**config.mk**
```make
export PLATFORM = sky130hd
export DESIGN_NAME = pulse_saw_sound_generator_core
export DESIGN_NICKNAME = d
export VERILOG_FILES = /design/src/sv/psg_pkg.sv /design/src/sv/pulse_saw_sound_generator_core.sv
export SDC_FILE = /design/constraint.sdc
export NUM_CORES = 1
export LEC_CHECK = 0
export ABC_CLOCK_PERIOD_IN_PS = 4700
export BUFFER_PORTS_ARGS = -buffer_cell sky130_fd_sc_hd__buf_4
export CAP_MARGIN = 30
export CORE_ASPECT_RATIO = 1.1
export CORE_MARGIN = 5
export CORE_UTILIZATION = 25
export DETAILED_ROUTE_END_ITERATION = 16
export HOLD_SLACK_MARGIN = 0.06
export PLACE_DENSITY_LB_ADDON = 0.05
export SETUP_SLACK_MARGIN = 0.1
export SLEW_MARGIN = 20
export SYNTH_ARGS = -nofsm -noshare
export SYNTH_HDL_FRONTEND = slang
export SYNTH_SLANG_ARGS = --single-unit
```
**constraint.sdc**
```tcl
create_clock -name clock -period 4.7 [get_ports clock]
set_input_delay 0.235 -clock clock [delete_from_list [all_inputs] [get_ports clock]]
set_output_delay 0.235 -clock clock [all_outputs]
set_load 0.01 [all_outputs]
```
**src/sv/psg_pkg.sv**
```systemverilog
// package: shared codes, constants and the result type of the pulse/saw sound generator
`timescale 1ns / 1ps

package psg_pkg;

   // request kinds carried in tuser
   localparam logic OP_WRITE = 1'b0;
   localparam logic OP_TICK  = 1'b1;

   // channel base addresses, address bits 15..4
   localparam logic [11:0] BASE_PULSE_A = 12'h900;
   localparam logic [11:0] BASE_PULSE_B = 12'hA00;
   localparam logic [11:0] BASE_SAW     = 12'hB00;

   // register offsets within a channel, address bits 3..0
   localparam logic [3:0] REG_CTRL      = 4'h0;
   localparam logic [3:0] REG_PERIOD_LO = 4'h1;
   localparam logic [3:0] REG_PERIOD_HI = 4'h2;

   // configuration register indexes
   localparam int          CSR_INDEX_W    = 2;
   localparam logic [1:0]  CSR_MIX_PULSE_A = 2'd0;
   localparam logic [1:0]  CSR_MIX_PULSE_B = 2'd1;
   localparam logic [1:0]  CSR_MIX_SAW     = 2'd2;

   localparam int REQ_DATA_W = 32;
   localparam int RSP_DATA_W = 24;
   localparam int RSP_PAD_W  = 5;

   localparam logic [2:0] SAW_LAST_PHASE = 3'd6;

   typedef struct packed {
      logic [5:0] mixed_sum;
      logic [4:0] saw_level;
      logic [3:0] pulse_b_level;
      logic [3:0] pulse_a_level;
   } rsp_type;

endpackage

```
**src/sv/pulse_saw_sound_generator_core.sv**
```systemverilog
// top level: two pulse channels and one sawtooth channel with level mixer
//
//  channel | direction | handshake           | payload
//  req     | in        | req_tvalid/tready   | tuser operation, tdata address/value/cycles
//  rsp     | out       | rsp_tvalid/tready   | tdata pulse_a/pulse_b/saw levels, mixed sum
//  csr     | in        | csr_we              | csr_index, csr_wdata (mix enables)
//
// one request is taken per cycle while req_tready is high; its result is registered on rsp
// at acceptance, or in the skid entry when an older result is still waiting there.
// all channel state is updated in the cycle of acceptance by the timer/decode logic.
// a two-entry result buffer lets requests keep flowing while one result waits;
// req_tready drops only when both entries are full.
// reset (synchronous) clears channel state and the buffer and sets all mix enables.
`timescale 1ns / 1ps

module pulse_saw_sound_generator_core (
   input  logic                               clock,
   input  logic                               reset,
   input  logic                               req_tvalid,
   output logic                               req_tready,
   // address [15:0], value [23:16], cycles [31:24]
   input  logic [psg_pkg::REQ_DATA_W-1:0]     req_tdata,
   // operation [0]
   input  logic                               req_tuser,
   output logic                               rsp_tvalid,
   input  logic                               rsp_tready,
   // pulse_a_level [3:0], pulse_b_level [7:4], saw_level [12:8], mixed_sum [18:13], zero pad
   output logic [psg_pkg::RSP_DATA_W-1:0]     rsp_tdata,
   input  logic                               csr_we,
   input  logic [psg_pkg::CSR_INDEX_W-1:0]    csr_index,
   input  logic                               csr_wdata
);
   import psg_pkg::*;

   // mix enables
   logic mix_a_ff, mix_b_ff, mix_saw_ff;

   // pulse channel state
   logic [15:0] pulse_countdown_ff [2];
   logic [15:0] pulse_countdown_in [2];
   logic [11:0] pulse_period_ff    [2];
   logic [11:0] pulse_period_in    [2];
   logic [3:0]  pulse_volume_ff    [2];
   logic [3:0]  pulse_volume_in    [2];
   logic [2:0]  pulse_duty_ff      [2];
   logic [2:0]  pulse_duty_in      [2];
   logic        pulse_force_ff     [2];
   logic        pulse_force_in     [2];
   logic        pulse_on_ff        [2];
   logic        pulse_on_in        [2];
   logic [3:0]  pulse_phase_ff     [2];
   logic [3:0]  pulse_phase_in     [2];
   logic [3:0]  pulse_out_ff       [2];
   logic [3:0]  pulse_out_in       [2];

   // saw channel state
   logic [15:0] saw_countdown_ff, saw_countdown_in;
   logic [11:0] saw_period_ff, saw_period_in;
   logic [5:0]  saw_rate_ff, saw_rate_in;
   logic        saw_on_ff, saw_on_in;
   logic [2:0]  saw_phase_ff, saw_phase_in;
   logic [7:0]  saw_acc_ff, saw_acc_in;
   logic [4:0]  saw_out_ff, saw_out_in;

   // result buffer
   rsp_type rsp_ff, skid_ff, rsp_new;
   logic    rsp_valid_ff, skid_valid_ff;

   logic        accept, pop;
   logic        op;
   logic [15:0] address;
   logic [7:0]  value;
   logic [15:0] cycles_ext;
   logic [11:0] base;
   logic [3:0]  offset;
   logic        sel_pulse [2];
   logic        sel_saw;

   assign op         = req_tuser;
   assign address    = req_tdata[15:0];
   assign value      = req_tdata[23:16];
   assign cycles_ext = {8'd0, req_tdata[31:24]};
   assign base       = address[15:4];
   assign offset     = address[3:0];
   assign sel_pulse[0] = (op == OP_WRITE) && (base == BASE_PULSE_A);
   assign sel_pulse[1] = (op == OP_WRITE) && (base == BASE_PULSE_B);
   assign sel_saw      = (op == OP_WRITE) && (base == BASE_SAW);

   assign req_tready = !skid_valid_ff;
   assign accept     = req_tvalid && req_tready;
   assign pop        = rsp_valid_ff && rsp_tready;

   // pulse channels
   always_comb begin
      for (int ch = 0; ch < 2; ch++) begin
         logic signed [15:0] t_sub;
         logic signed [15:0] reload;
         logic               expire;
         pulse_countdown_in[ch] = pulse_countdown_ff[ch];
         pulse_period_in[ch]    = pulse_period_ff[ch];
         pulse_volume_in[ch]    = pulse_volume_ff[ch];
         pulse_duty_in[ch]      = pulse_duty_ff[ch];
         pulse_force_in[ch]     = pulse_force_ff[ch];
         pulse_on_in[ch]        = pulse_on_ff[ch];
         pulse_phase_in[ch]     = pulse_phase_ff[ch];
         pulse_out_in[ch]       = pulse_out_ff[ch];

         // timer subtracts only while positive
         t_sub  = ($signed(pulse_countdown_ff[ch]) > 16'sd0)
                  ? $signed(pulse_countdown_ff[ch]) - $signed(cycles_ext)
                  : $signed(pulse_countdown_ff[ch]);
         reload = $signed({4'd0, pulse_period_ff[ch]}) + 16'sd1;
         expire = (t_sub <= 16'sd0);

         if (op == OP_TICK) begin
            if (expire) begin
               pulse_countdown_in[ch] = 16'(t_sub + reload);
               if (pulse_on_ff[ch] &&
                   (pulse_force_ff[ch] || (pulse_phase_ff[ch] <= {1'b0, pulse_duty_ff[ch]})))
                  pulse_out_in[ch] = pulse_volume_ff[ch];
               else
                  pulse_out_in[ch] = 4'd0;
               pulse_phase_in[ch] = pulse_phase_ff[ch] + 4'd1;
            end else begin
               pulse_countdown_in[ch] = 16'(t_sub);
            end
         end else if (sel_pulse[ch]) begin
            unique case (offset)
               REG_CTRL: begin
                  pulse_volume_in[ch] = value[3:0];
                  pulse_duty_in[ch]   = value[6:4];
                  pulse_force_in[ch]  = value[7];
                  if (value[7])
                     pulse_out_in[ch] = value[3:0];
               end
               REG_PERIOD_LO: begin
                  pulse_period_in[ch] = {pulse_period_ff[ch][11:8], value};
               end
               REG_PERIOD_HI: begin
                  pulse_on_in[ch] = value[7];
                  if (!value[7])
                     pulse_out_in[ch] = 4'd0;
                  pulse_period_in[ch] = {value[3:0], pulse_period_ff[ch][7:0]};
               end
               default: ;
            endcase
         end
      end
   end

   // sawtooth channel
   always_comb begin
      logic signed [15:0] t_sub;
      logic signed [15:0] reload;
      logic               expire;
      logic [7:0]         acc_sum;
      saw_countdown_in = saw_countdown_ff;
      saw_period_in    = saw_period_ff;
      saw_rate_in      = saw_rate_ff;
      saw_on_in        = saw_on_ff;
      saw_phase_in     = saw_phase_ff;
      saw_acc_in       = saw_acc_ff;
      saw_out_in       = saw_out_ff;

      t_sub   = ($signed(saw_countdown_ff) > 16'sd0)
                ? $signed(saw_countdown_ff) - $signed(cycles_ext)
                : $signed(saw_countdown_ff);
      // reload is twice (period + 1)
      reload  = $signed({3'd0, saw_period_ff, 1'b0}) + 16'sd2;
      expire  = (t_sub <= 16'sd0);
      acc_sum = saw_acc_ff + {2'd0, saw_rate_ff};

      if (op == OP_TICK) begin
         if (expire) begin
            saw_countdown_in = 16'(t_sub + reload);
            if (saw_phase_ff == SAW_LAST_PHASE) begin
               // ramp restarts, output held
               saw_phase_in = 3'd0;
               saw_acc_in   = 8'd0;
            end else begin
               saw_phase_in = saw_phase_ff + 3'd1;
               if (!saw_on_ff) begin
                  saw_out_in = 5'd0;
               end else begin
                  saw_acc_in = acc_sum;
                  saw_out_in = acc_sum[7:3];
               end
            end
         end else begin
            saw_countdown_in = 16'(t_sub);
         end
      end else if (sel_saw) begin
         unique case (offset)
            REG_CTRL: begin
               saw_rate_in = value[5:0];
            end
            REG_PERIOD_LO: begin
               saw_period_in = {saw_period_ff[11:8], value};
            end
            REG_PERIOD_HI: begin
               saw_on_in = value[7];
               if (!value[7])
                  saw_out_in = 5'd0;
               saw_period_in = {value[3:0], saw_period_ff[7:0]};
            end
            default: ;
         endcase
      end
   end

   // levels and mix of the updated state
   always_comb begin
      rsp_new.pulse_a_level = pulse_out_in[0];
      rsp_new.pulse_b_level = pulse_out_in[1];
      rsp_new.saw_level     = saw_out_in;
      rsp_new.mixed_sum     = (mix_a_ff ? {2'd0, pulse_out_in[0]} : 6'd0)
                            + (mix_b_ff ? {2'd0, pulse_out_in[1]} : 6'd0)
                            + (mix_saw_ff ? {1'b0, saw_out_in} : 6'd0);
   end

   // configuration writes
   always_ff @(posedge clock) begin
      if (reset) begin
         mix_a_ff   <= 1'b1;
         mix_b_ff   <= 1'b1;
         mix_saw_ff <= 1'b1;
      end else if (csr_we) begin
         unique case (csr_index)
            CSR_MIX_PULSE_A: mix_a_ff   <= csr_wdata;
            CSR_MIX_PULSE_B: mix_b_ff   <= csr_wdata;
            CSR_MIX_SAW:     mix_saw_ff <= csr_wdata;
            default: ;
         endcase
      end
   end

   // channel state
   always_ff @(posedge clock) begin
      if (reset) begin
         for (int ch = 0; ch < 2; ch++) begin
            pulse_countdown_ff[ch] <= 16'd0;
            pulse_period_ff[ch]    <= 12'd0;
            pulse_volume_ff[ch]    <= 4'd0;
            pulse_duty_ff[ch]      <= 3'd0;
            pulse_force_ff[ch]     <= 1'b0;
            pulse_on_ff[ch]        <= 1'b0;
            pulse_phase_ff[ch]     <= 4'd0;
            pulse_out_ff[ch]       <= 4'd0;
         end
         saw_countdown_ff <= 16'd0;
         saw_period_ff    <= 12'd0;
         saw_rate_ff      <= 6'd0;
         saw_on_ff        <= 1'b0;
         saw_phase_ff     <= 3'd0;
         saw_acc_ff       <= 8'd0;
         saw_out_ff       <= 5'd0;
      end else if (accept) begin
         for (int ch = 0; ch < 2; ch++) begin
            pulse_countdown_ff[ch] <= pulse_countdown_in[ch];
            pulse_period_ff[ch]    <= pulse_period_in[ch];
            pulse_volume_ff[ch]    <= pulse_volume_in[ch];
            pulse_duty_ff[ch]      <= pulse_duty_in[ch];
            pulse_force_ff[ch]     <= pulse_force_in[ch];
            pulse_on_ff[ch]        <= pulse_on_in[ch];
            pulse_phase_ff[ch]     <= pulse_phase_in[ch];
            pulse_out_ff[ch]       <= pulse_out_in[ch];
         end
         saw_countdown_ff <= saw_countdown_in;
         saw_period_ff    <= saw_period_in;
         saw_rate_ff      <= saw_rate_in;
         saw_on_ff        <= saw_on_in;
         saw_phase_ff     <= saw_phase_in;
         saw_acc_ff       <= saw_acc_in;
         saw_out_ff       <= saw_out_in;
      end
   end

   // two-entry result buffer: output register plus skid entry
   always_ff @(posedge clock) begin
      if (reset) begin
         rsp_valid_ff  <= 1'b0;
         skid_valid_ff <= 1'b0;
      end else if (skid_valid_ff) begin
         if (pop) begin
            rsp_ff        <= skid_ff;
            skid_valid_ff <= 1'b0;
         end
      end else if (accept) begin
         if (rsp_valid_ff && !pop) begin
            skid_ff       <= rsp_new;
            skid_valid_ff <= 1'b1;
         end else begin
            rsp_ff       <= rsp_new;
            rsp_valid_ff <= 1'b1;
         end
      end else if (pop) begin
         rsp_valid_ff <= 1'b0;
      end
   end

   assign rsp_tvalid = rsp_valid_ff;
   assign rsp_tdata  = {{RSP_PAD_W{1'b0}}, rsp_ff};

endmodule

```
==> results of run 1 <==
state kept, by name (all words and copies together), names as in the netlist, 2 cells and up:
signal and flops:
pulse_countdown_ff 32, pulse_duty_ff 6, pulse_force_ff 2, pulse_on_ff 2, pulse_out_ff 8, pulse_period_ff 24
pulse_phase_ff 8, pulse_volume_ff 8, rsp_tdata 19, saw_acc_ff 8, saw_countdown_ff 16, saw_out_ff 5
saw_period_ff 12, saw_phase_ff 3, saw_rate_ff 6, skid_ff 19
synth_stat cells (12+ instances only):
cell type | number | area share
xor2_1 | 33 | 0.023
inv_1 | 71 | 0.021
a211oi_1 | 15 | 0.0088
and3_1 | 28 | 0.014
clkbuf_1 | 33 | 0.0097
edfxtp_1 | 128 | 0.30
fa_1 | 12 | 0.019
nor3_1 | 37 | 0.014
xnor2_1 | 73 | 0.050
nor2b_1 | 14 | 0.0068
nor4_1 | 12 | 0.0059
and2_1 | 17 | 0.0083
a21o_1 | 35 | 0.020
ha_1 | 84 | 0.082
a22o_1 | 19 | 0.013
dfxtp_1 | 56 | 0.087
nand2b_1 | 15 | 0.0073
a21oi_1 | 79 | 0.031
nand3_1 | 40 | 0.016
nor2_1 | 131 | 0.038
or3_1 | 12 | 0.0059
nand2_1 | 113 | 0.033
o21ai_0 | 44 | 0.017
mux2i_1 | 53 | 0.041
cell usage in the layout (no fill, tap or decap), types with 19 or more instances in the layout:
| master | n |
|---|---|
| a21o_1 | 35 |
| o21ai_0 | 36 |
| dfxtp_1 | 56 |
| xnor2_1 | 71 |
| nand3_1 | 40 |
| ha_1 | 82 |
| a21oi_1 | 75 |
| nand2_1 | 112 |
| edfxtp_1 | 128 |
| mux2i_1 | 53 |
| xor2_1 | 33 |
| buf_4 | 265 |
| and3_1 | 28 |
| a22o_1 | 19 |
| inv_1 | 67 |
| nor2_1 | 130 |
| nor3_1 | 34 |
per-stage QoR:
step | instance area, sq um | hold WS [ns] | worst slack [ns]
2_1_floorplan | 12900 | 0.336 | -0.264
5_1_grt | 16400 | 0.0762 | -0.655
3_3_place_gp | 15500 | 0.453 | -0.595
4_1_cts | 16200 | 0.0601 | -0.529
6_report | 16400 | 0.0909 | -0.454
3_5_place_dp | 15500 | 0.455 | -0.591
cells by family (layout without fill, tap and decap cells):
logic type	count (synthesis)	after routing	synth area share
AND/OR/NAND/NOR	467	467	0.179
AO/OA/AOI/OAI	313	313	0.168
flip-flops	184	184	0.387
buffers and inverters	117	376	0.0386
XOR/XNOR	106	106	0.0724
adder cells (fa/ha/maj)	96	96	0.101
multiplexers	66	66	0.0532
other	1	6	0.000293
worst register-to-register path, delay by kind of cell (launching register included):
kind            cells  cell delay (ns)
compound gates      6             1.11
xor+xnor            1             0.21
fa+ha+maj           5             1.34
buf+inv             5             0.37
flops               1             0.38
mux                 2             0.45
simple gates        4             1.05
what timing repair did:
action,4_1_cts,5_1_grt
setup buffers,4,5
endpoints found under the hold margin,5,0
resized for setup,10,25
setup endpoints to repair,13,19
pin swaps,12,14
hold buffers,3,0
worst max-delay path by stage:
stage | from | end | slack [ns]
6_report | pulse_countdown_ff[0][16] | rsp_tdata[18] | -0.45
5_1_grt | pulse_countdown_ff[0][16] | rsp_tdata[18] | -0.66
4_1_cts | pulse_countdown_ff[0][16] | rsp_tdata[18] | -0.53
3_5_place_dp | req_tdata[24] | rsp_tdata[18] | -0.59
3_3_place_gp | pulse_countdown_ff[0][19] | rsp_tdata[18] | -0.59
2_1_floorplan | pulse_countdown_ff[0][16] | rsp_tdata[18] | -0.26
area by class of cell:
cell class | count | share of cell area
timing repair buffer | 273 | 0.128
clock inverter | 15 | 0.0108
antenna | 1 | 0.000153
inverter | 71 | 0.0165
clock buffer | 17 | 0.0260
multi-input combinational | 1053 | 0.464
sequential | 184 | 0.303
tap | 667 | 0.0510
layer usage:
layer,vias up,GRT usage,wire [microns]
li1,5442,-,-
met1,5145,0.205,20500
met2,135,0.252,19500
met3,32,0.0205,944
met4,2,0.0399,629
met5,-,0,13
power by group:
group	leakage (nW)	switching (W)	internal [W]
Combinational	4.91	0.00211	0.00187
Sequential	1.75	0.000107	0.00189
Clock	0.300	0.000759	0.000766
Total	6.96	0.00298	0.00452
==> results.md, run 1 <==
* Final slew viol count at 0
* VDD IR max at around 0.00028 V
* CP peak stage delay at 0.50 ns
* Vias in the first global route at approximately 11,000
* Synthesized area per cell at 9.50 sq um
* Worst setup EP type: flop
* Kind of critical path: reg -> reg
* Worst path slowest cell: fa_1
* R2r endpoint: rsp_tdata[18]
* # port buffers at roughly 60
* Die Wd at 226 microns
* Setup TNS Final at -2.64 ns
* Initial antenna violation count at 1
* Area growth, synth to finish at 27.8%
* Critical path buffers and inverters at 5
* Initial DRC Count at between 400 and 500
* DRT antenna net count at 0
* Clock Sink Count at roughly 180
* GRT Residual Overflow at 0
* Max-Cap Viols at 0
* Gpl congestion at around 0.8
* Clock Latency Late Sink at approximately 0.46 ns
* Main synth FF type: edfxtp_1
* Critical path, cell by cell: inv_1 > ha_2 > inv_2 > fa_2 > a211o_1 > o21ai_1 > xor2_1 > a31oi_1 > or4_4 > or4_1 > o31a_1 > buf_12 > mux2i_4 > a21o_1 > fa_1 > inv_2 > ha_4 > inv_2 > fa_2 > nor2b_1 > o21ai_1 > nand2b_1 > mux2_4
* # nets final at around 1,700
* Worst Path Required at slightly below 5 ns
* Site Rows at between 80 and 90
* Max_slew headroom at 0.443
* Die Area at 0.0559 sq mm
* WHS Endpoint: saw_period_ff[4]
* Power Total at between 0.007 and 0.008 W
* Placed cell count at ~2,200
* Die Y at approximately 250 microns
* Delay-heaviest family, CP: adder cells
* Fin cells at between 2,000 and 2,500
* Cts bufs inserted at 17
* Drt wl/cell at approximately 18 microns
* Via Count at ~11,000
* #FFs+latches synth at between 150 and 200
* Reg2Reg Depth at 23
* Detailed Route WL at just over 40,000 microns
* Multi-input gate area at about 0.0076 sq mm
* I/O pin cnt at 67
* Fmax at between 150 and 200 MHz
* Final Hold Vio Count at 0
* Vias/cell at 4.72
* Core ar. at a little over 0.05 sq mm
* Post-Syn Area at ~0.013 sq mm
* Tightest Pin Transition at ~0.84 ns
* Finished Core Util at 0.321
* Async SR Flop Fraction at 0
* Clk pin slew, worst setup/hold paths at 0.08 ns
* Period utilisation layout at 1.10
* Gr usage total at 0.150
* Maximum number of pins on one net before global-route repair at 50
* Hold wc startpoint: req_tdata[20]
* EDFF count, synth at between 100 and 150
* Tmin final at just over 5 ns
* Failing checks: setup timing
* Most used cell, CP: inv_2
* H-tree depth at 4
* Crit Path Max Fanout at 5
* Final setup margin at -0.454 ns
* Final setup viols at 9
* Hold Path Class: in -> reg
* Remaining DRCs at 0
* Warnings from Yosys at 0
* Worst EP arrival at roughly 5.4 ns
* Post-detail-place hpwl at around 33,000 microns
* Status: complete, but fails checks
* Hold Crit Depth at 3
* Number of distinct library cells after synthesis at 85
* Unrepaired setup endpoints after global routing: yes
* Sequential area share after synthesis at 0.387
* R2R Setup Slk at -0.45 ns
* Pre-Repair DR Iteration Count at 5
* Starting density of the core at 0.251
* Total power divided by cell area at 458 mW/mm^2
* Filler cells at ~5,300
* P_leak at between 6 and 7 nW
* Final Skew at approximately 0.013 ns
* Register Area at just under 0.005 sq mm
* Longest Clk Path Bufs at 2
* CTS tree: done
* CTS root buf: clkbuf_16
* Share of cells above drive strength 1 at 0.234
* R2r startpoint: pulse_countdown_ff[0][16]
* First-pass GRT wire length at 65,200 microns
* Worst Setup Start Kind: flop
* Critical path depth in cells at 23
* Post-synthesis cell count at approximately 1,400
(Power assumes the default switching activity.)
==> run 2, diff against run 1 <==
Settings changed: CORE_UTILIZATION 25 to 57.
==> results.md, run 2 (same netlist as run 1, synthesis figures left out) <==
* Core ar. at 0.0221 sq mm (was 0.0511 sq mm)
* Most common library cell in the layout ignoring fill and taps: buf_4 (unchanged)
* GRT busiest layer: met2 (unchanged)
* Worst Path Required at 4.89 ns (was 4.92 ns)
* Drt wl/cell at 17.8 microns (was 18.2 microns)
* Final setup viols at 8 (was 9)
* Pre-CTS WS at -0.630 ns (was -0.591 ns)
* Period utilisation layout at 1.09 (was 1.10)
* Design Area, Final at 0.0155 sq mm (was 0.0164 sq mm)
* # nets final at 1,692 (was 1,737)
* Clock Sink Count at 184 (unchanged)
* Tmin final at 5.14 ns (was 5.15 ns)
* Met2 Use GR at 0.423 (was 0.252)
* Leading registers by flop count: pulse_countdown_ff x32, pulse_period_ff x24 (unchanged)
* Detailed Route WL at 33,200 microns (was 41,600 microns)
* Worst EP arrival at 5.33 ns (was 5.37 ns)
* Met1 Usage GRT at 0.345 (was 0.205)
* Final slew viol count at 0 (unchanged)
* Clock Latency Late Sink at 0.44 ns (was 0.46 ns)
* Total power divided by cell area at 454 mW/mm^2 (was 458 mW/mm^2)
* Kind of critical path: reg -> reg (unchanged)
* Starting density of the core at 0.580 (was 0.251)
* Gpl congestion at 0.930 (was 0.795)
* Via Count at 10,800 (about the same)
* Share of cells above drive strength 1 at 0.208 (was 0.234)
* Most flops, register: pulse_countdown_ff (unchanged)
* Crit Path Max Fanout at 5 (unchanged)
* Clk pin slew, worst setup/hold paths at 0.08 ns (about the same)
* Unrepaired setup endpoints after global routing: yes (unchanged)
* Area growth, synth to finish at 21.2% (was 27.8%)
* Initial DRC Count at 776 (was 431)
* Cts bufs inserted at 17 (unchanged)
* Die Wd at 153 microns (was 226 microns)
* Die Area at 0.0256 sq mm (was 0.0559 sq mm)
* Area after DPL at 0.0147 sq mm (was 0.0155 sq mm)
* Vias/cell at 5.81 (was 4.72)
* Post-detail-place hpwl at 25,400 microns (was 32,600 microns)
* Hold_ws at 0.124 ns (was 0.0909 ns)
* Gr usage total at 0.255 (was 0.150)
* Final Hold Vio Count at 0 (unchanged)
* Tightest Pin Transition at 0.698 ns (was 0.836 ns)
* # port buffers at 61 (unchanged)
* Max_slew headroom at 0.530 (was 0.443)
* Failing checks: setup timing (unchanged)
* Final setup margin at -0.436 ns (was -0.454 ns)
* GRT Residual Overflow at 0 (unchanged)
* Fin cells at 1,863 (was 2,281)
* Worst Setup Start Kind: flop (unchanged)
* Initial antenna violation count at 1 (unchanged)
* Hold Path Class: in -> reg (unchanged)
* Pre-Repair DR Iteration Count at 5 (unchanged)
* I/O pin cnt at 67 (unchanged)
* Max-Cap Viols at 0 (unchanged)
* Longest Clk Path Bufs at 2 (unchanged)
* DRT antenna net count at 0 (unchanged)
* P_leak at 6.73 nW (was 6.96 nW)
* Setup TNS Final at -2.64 ns (about the same)
* CTS tree: done (unchanged)
* Site Rows at 57 (was 87)
* Number of flip-flops in the largest register at 32 (unchanged)
* Vias in the first global route at 10,500 (was 11,100)
* H-tree depth at 4 (unchanged)
* Placed cell count at 1,816 (was 2,235)
* First-pass GRT wire length at 53,400 microns (was 65,200 microns)
* Die Y at 167 microns (was 248 microns)
* Most frequent cells in the layout: buf_4 (219), nor2_1 (131), edfxtp_1 (128) (was buf_4 (265), nor2_1 (130), edfxtp_1 (128))
* CTS root buf: clkbuf_16 (unchanged)
* Status: complete, but fails checks (unchanged)
* Maximum number of pins on one net before global-route repair at 50 (unchanged)
* VDD IR max at 0.000340 V (was 0.000282 V)
* Worst setup EP type: flop (unchanged)
* Number of diodes at 0 (was 1)
* Global-route met3 utilization at 0.0385 (was 0.0205)
* Final Skew at 0.0156 ns (was 0.0126 ns)
* Fmax at 195 MHz (was 194 MHz)
* Remaining DRCs at 0 (unchanged)
==> run 2: changes by cell type in the layout (fill, tap and decap cells not counted), sizes merged <==
cell	delta
diode	-1
dlygate4sd3	-1
buf	-45
bufinv	-1
clkinv	-1
clkbuf	+1
inv	+2
==> run 2: worst max-delay path, stage by stage, from the launching register on <==
cell      delay [ns]
edfxtp_1        0.39
inv_1           0.07
ha_2            0.18
inv_2           0.04
fa_2            0.35
a211o_1         0.29
o21ai_1         0.10
xor2_1          0.19
a31oi_1         0.09
or4_4           0.43
or4_4           0.54
o31a_4          0.36
mux2i_4         0.21
a21o_1          0.18
fa_1            0.50
inv_2           0.05
ha_4            0.15
inv_2           0.05
fa_2            0.20
nor2b_1         0.05
o21ai_1         0.13
nand2b_1        0.08
mux2_2          0.26
==> run 2: metrics by stage <==
stage / util / power [W]
5_1_grt: 0.703 / 0.00752
3_5_place_dp: 0.663 / 0.00552
3_3_place_gp: 0.663 / 0.00544
6_report: 0.703 / 0.00706
4_1_cts: 0.696 / 0.00700
2_1_floorplan: - / 0.00444
==> run 2: layer usage <==
metal  share of wire  vias to the layer above  wire length (microns)
li1                -                     5377                      -
met1            0.45                     5120                  15000
met2            0.47                      286                  15700
met3           0.051                       43                   1710
met4           0.023                        2                    768
met5         0.00021                        -                      7
==> run 2: final cells by class <==
cell class	instances	area, sq um
fill	1738	6570
multi-input combinational	1053	7570
clock buffer	17	425
tap	295	369
inverter	71	270
clock inverter	15	166
timing repair buffer	228	1770
sequential	184	4960
==> run 2: what timing repair did <==
item                       4_1_cts  5_1_grt
setup buffers                    5        5
setup endpoints to repair       13       15
gates resized for setup         14       15
pin swaps                        6        9
hold buffers                     2        0
hold endpoints to repair         4        0
==> run 2: final timing paths <==
kind,startpoint,endpoint,slack [ns],cells after the start
hold reg to reg,saw_out_ff[2],saw_out_ff[2],0.48,1
setup / recovery,pulse_countdown_ff[0][16],rsp_tdata[18],-0.44,22
hold / removal,req_tdata[20],saw_rate_ff[4],0.12,3
setup reg to reg,pulse_countdown_ff[0][16],rsp_tdata[18],-0.44,22
==> run 2: power breakdown <==
part	leakage, nW	internal [W]	switching, W
combinational	4.69	0.00168	0.00194
sequential	1.75	0.00189	0.000107
clock	0.290	0.000720	0.000727
